$ cat config.mk
export PLATFORM = sky130hd
export DESIGN_NAME = ght_ram
export DESIGN_NICKNAME = d
export VERILOG_FILES = /design/src/hdl/ght_ram.sv
export SDC_FILE = /design/constraint.sdc
export NUM_CORES = 1
export LEC_CHECK = 0
export BUFFER_PORTS_ARGS = -buffer_cell sky130_fd_sc_hd__buf_2
export CAP_MARGIN = 10
export CORE_MARGIN = 8
export CORE_UTILIZATION = 45
export DETAILED_ROUTE_END_ITERATION = 8
export PLACE_DENSITY = 0.72
export SLEW_MARGIN = 20
export SYNTH_ARGS = -nofsm -noshare
export SYNTH_HDL_FRONTEND = slang
export SYNTH_SLANG_ARGS = --single-unit
$ cat constraint.sdc
create_clock -name i_clk -period 3.18 [get_ports i_clk]
set_clock_uncertainty 0.05 [all_clocks]
set_input_delay 0.318 -clock i_clk [delete_from_list [all_inputs] [get_ports i_clk]]
set_output_delay 0.318 -clock i_clk [all_outputs]
set_load 0.05 [all_outputs]
$ cat src/hdl/ght_ram.sv
// generic single-write, single-read synchronous ram with registered read
`default_nettype none

module ght_ram #(
    parameter int WIDTH = 8,
    parameter int DEPTH = 16,
    localparam int AW   = (DEPTH > 1) ? $clog2(DEPTH) : 1
) (
    input  wire logic             i_clk,
    input  wire logic             i_wr_en,
    input  wire logic [AW-1:0]    i_wr_addr,
    input  wire logic [WIDTH-1:0] i_wr_data,
    input  wire logic             i_rd_en,
    input  wire logic [AW-1:0]    i_rd_addr,
    output logic      [WIDTH-1:0] o_rd_data
);

    logic [WIDTH-1:0] r_mem [DEPTH];
    logic [WIDTH-1:0] r_rd_data;

    // write port and registered read port
    always_ff @(posedge i_clk) begin
        if (i_wr_en) begin
            r_mem[i_wr_addr] <= i_wr_data;
        end
        if (i_rd_en) begin
            r_rd_data <= r_mem[i_rd_addr];
        end
    end

    assign o_rd_data = r_rd_data;

endmodule

`default_nettype wire

* Yosys cells after proc, flatten, opt, wreduce, memory -nomap -nowiden *
Memory sizes are Yosys's and may differ from the RTL's. A register that Yosys moved wholly into a read port is not among the register bits.
Index checks and enable logic that the tools add are counted.

storage, ports and cells
  flip-flop bits (word level) = 0
  bits in writable memories = 128
  input port bits = 19
  output and inout bits = 8
  memories kept = 1

operators by class
  multiplexer cells = 2

memory list
  name   depth  bits a word  rd ports  clocked after memory_dff  wr ports  RTL line  text
  r_mem  16     8            1         1                         1         18        logic [WIDTH-1:0] r_mem [DEPTH];

operators with widths
  operator          count
  2-to-1 mux 1 bit  2

* Longest topological paths before layout *
  depth in word-level cells = 2
  mapped depth = 5
  depth with buffers taken out = 3

* Least setup slack after synthesis *
Ideal clock, no wire load.

  kind = input to register
  start point = in i_wr_addr[2]
  end point = mem r_mem[0][0] (enable)
  setup time = 383 ps
  arrival = 1,428 ps
  data required time = 2,747 ps
  slack = 1,319 ps
  cell stages on the path = 2
  buffers on the path = 0
  cells stage by stage = or3b_2 -> nor3_1

RTL lines
  item         RTL line  text
  from (decl)  11        input wire logic [AW-1:0] i_wr_addr,
  to (decl)    18

No word-level cell before the write port.

==> metrics.csv <==
stage,metric,value,unit
status,outcome,completed,
power,intPower,3.48,mW
setup_path,crit_arrival,1.89,ns
yosys,ys_types,18,
sta,finalCritPeriodShare,0.564,
routing,avgRoutedWirePerCell,24.5,um
setup_path,criticalPathCategory,in -> reg,
sta,finalHoldViolations,0,
yosys,netlist_area,5230,um2
layout,nets,291,
layout,final_core_util,0.542,
placement,finalWeightedCongestion,0.731,
setup_path,critical_path_required,3.27,ns
worst_hold_path,whs_path_depth,1,
die,rows,39,
setup_path,worstSetupStartpointType,primary input,
grt,grt_max_degree,33,
die,core_region_area,11400,um2
sta,slew_viol_final,0,
setup_path,crit_fanout,20,
worst_hold_path,hold_path.class,in -> reg,
sta,rsz0062_at_grt,no,
sta,fmax,557,MHz
power,clockPowerShare,0.482,
clocking,cts-resized-gates,0,
clocking,cts_htree_levels,4,
routing,firstDrtPassIters,4,
layout,diodes,0,
sta,slew_headroom,0.345,
die,dieArea,15300,um2
clocking,cts_setup_buffers,0,
yosys,ys_seq_area_frac,0.781,
routing,avgViaCountPerCell,5.82,
power,combinationalPowerShare,0.049,
die,initial_utilization,0.460,
clocking,cts_buffers,17,
routing,vias,2490,
clocking,clk_pin_slew,0.06,ns
routing,drt-total-wl,10500,um
job,cap_violations,0,
routing,drc,0,
sta,fin_setup_tns,0,ns
placement,portBuffers,26,
grt,overflow,0,
clocking,cts_root_buffer,clkbuf_16,
yosys,avgSynthCellArea,22.8,um2
clocking,clockBufferDepth,2,
clocking,clock_sinks,136,
yosys,post_synth_inst_count,229,
power,p_leak,2.05,nW
power,power.density,703,nW/um2
grt,grt_usage,0.147,
clocking,cts_tree,built,
sta,tightest_slew,0.978,ns
grt,grt_pass1_vias,2551,
setup_path,reg2regPathDepth,3,
routing,drt_iter0_drc,210,
layout,syn2layout_area_growth,17.8,%
sta,setup_viol,0,
die,ioPinCount,27,
power,sw_frac_of_total,0.197,
setup_path,endpoint_kind,flip-flop,
grt,grt_pass1_wl,15500,um
power,p_sw,853,uW
power,p_seq_frac,0.469,
sta,whs,0.239,ns
yosys,yosysWarnings,0,
clocking,clk_latency,0.41,ns
grt,antenna_found_initial,0,
routing,ant_nets,0,
die,chipHeight,124,um
yosys,synth-seq-cells,136,
die,die_w,124,um
power,ir_drop,0.338,mV
layout,drive_gt1_frac,0.284,
sta,period_minus_slack,1.79,ns
clocking,hold_buffers,0,
placement,dp_hpwl,6600,um
yosys,synth_nets,248,
-- critical path: stages --
cell and delay, ns:
buf_2 0.38, buf_12 0.25, mux4_1 0.58, a22oi_1 0.22
nand2_1 0.12
-- kinds of logic after synthesis --
family          after synthesis  synth area share
mux                          32             0.148
simple gates                 35            0.0314
buf+inv                      10            0.0165
compound gates               16            0.0230
flops                       136             0.781
-- area by class of cell --
class	count	area, um2
flip-flops and latches	136	4080
well taps	143	179
clock buffers	18	429
fillers	858	5210
clock inverters	14	205
multi-input cells	83	1060
repair buffers	34	203
-- power groups by stage --
| stage | Combinational [mW] | Sequential (mW) | Clock, mW |
|---|---|---|---|
| CTS | 0.214 | 2.03 | 2.11 |
| finish | 0.211 | 2.03 | 2.09 |
| detailed placement | 0.213 | 2.07 | 0 |
| floorplan | 0.102 | 2.10 | 0 |
| global placement | 0.207 | 2.07 | 0 |
| global route | 0.226 | 2.03 | 2.18 |
-- metrics by stage --
| stage | power, mW | std cells | setup slack [ns] | area [um2] |
|---|---|---|---|---|
| after detailed placement | 2.28 | 396 | 0.932 | 5520 |
| after floorplan | 2.20 | 229 | 1.32 | 5230 |
| after CTS | 4.35 | 428 | 1.36 | 6160 |
| after global routing | 4.44 | 428 | 1.28 | 6160 |
| after global placement | 2.27 | 396 | 0.953 | 5520 |
| final | 4.33 | 428 | 1.39 | 6160 |
-- per-layer routing --
metal / wire [um] / GRT usage / up-vias
met5: 0 / 0 / -
met4: 118 / 0.0444 / 0
met3: 645 / 0.0499 / 11
met2: 5240 / 0.230 / 96
met1: 4490 / 0.192 / 1314
li1: - / - / 1069
-- cell usage in the layout, fill, tap and decap left out --
cell type | netlist | routed
a22oi_1 | 16 | 16
buf_12 | 0 | 1
nand3_1 | 1 | 1
buf_4 | 1 | 7
bufinv_16 | 0 | 5
nor2_1 | 13 | 13
mux4_2 | 18 | 18
clkinv_1 | 0 | 3
clkinv_2 | 0 | 1
clkinv_4 | 0 | 1
and2_1 | 1 | 1
or3b_2 | 1 | 1
mux4_1 | 14 | 14
nand3b_1 | 2 | 2
nand2_1 | 9 | 9
nor2b_1 | 1 | 1
nor3_1 | 4 | 4
nand2b_1 | 2 | 2
clkbuf_1 | 0 | 1
and2b_1 | 1 | 1
buf_2 | 3 | 26
edfxtp_1 | 136 | 136
clkinvlp_4 | 0 | 4
clkbuf_16 | 0 | 17
-- sequential cells by signal, indices dropped and copies added (netlist names) --
| register | count |
|---|---|
| r_mem | 128 |
| o_rd_data | 8 |
-- final timing paths --
check / start / endpoint / slack (ns)
worst max-delay path: i_rd_addr[0] / o_rd_data[5] / 1.39
worst min-delay path: i_rd_en / o_rd_data[6] / 0.24
worst max register to register: r_mem[8][5] / o_rd_data[5] / 1.65
worst min register to register: r_mem[8][1] / o_rd_data[1] / 0.71
-- cells in the mapped netlist --
cell | n | area share
clkdlybuf4s25_2 | 3 | 0.0057
buf_2 | 3 | 0.0029
nand2b_1 | 2 | 0.0024
or3b_2 | 1 | 0.0017
buf_4 | 1 | 0.0014
and2_1 | 1 | 0.0012
a22oi_1 | 16 | 0.023
nand2_1 | 9 | 0.0065
nor2b_1 | 1 | 0.0012
buf_6 | 3 | 0.0065
mux4_2 | 18 | 0.078
mux4_1 | 14 | 0.070
edfxtp_1 | 136 | 0.78
nor3_1 | 4 | 0.0038
and2b_1 | 1 | 0.0014
nand3_1 | 1 | 0.00096
nand3b_1 | 2 | 0.0029
nor2_1 | 13 | 0.0093
Note: power is estimated with default switching activity, not from simulation.
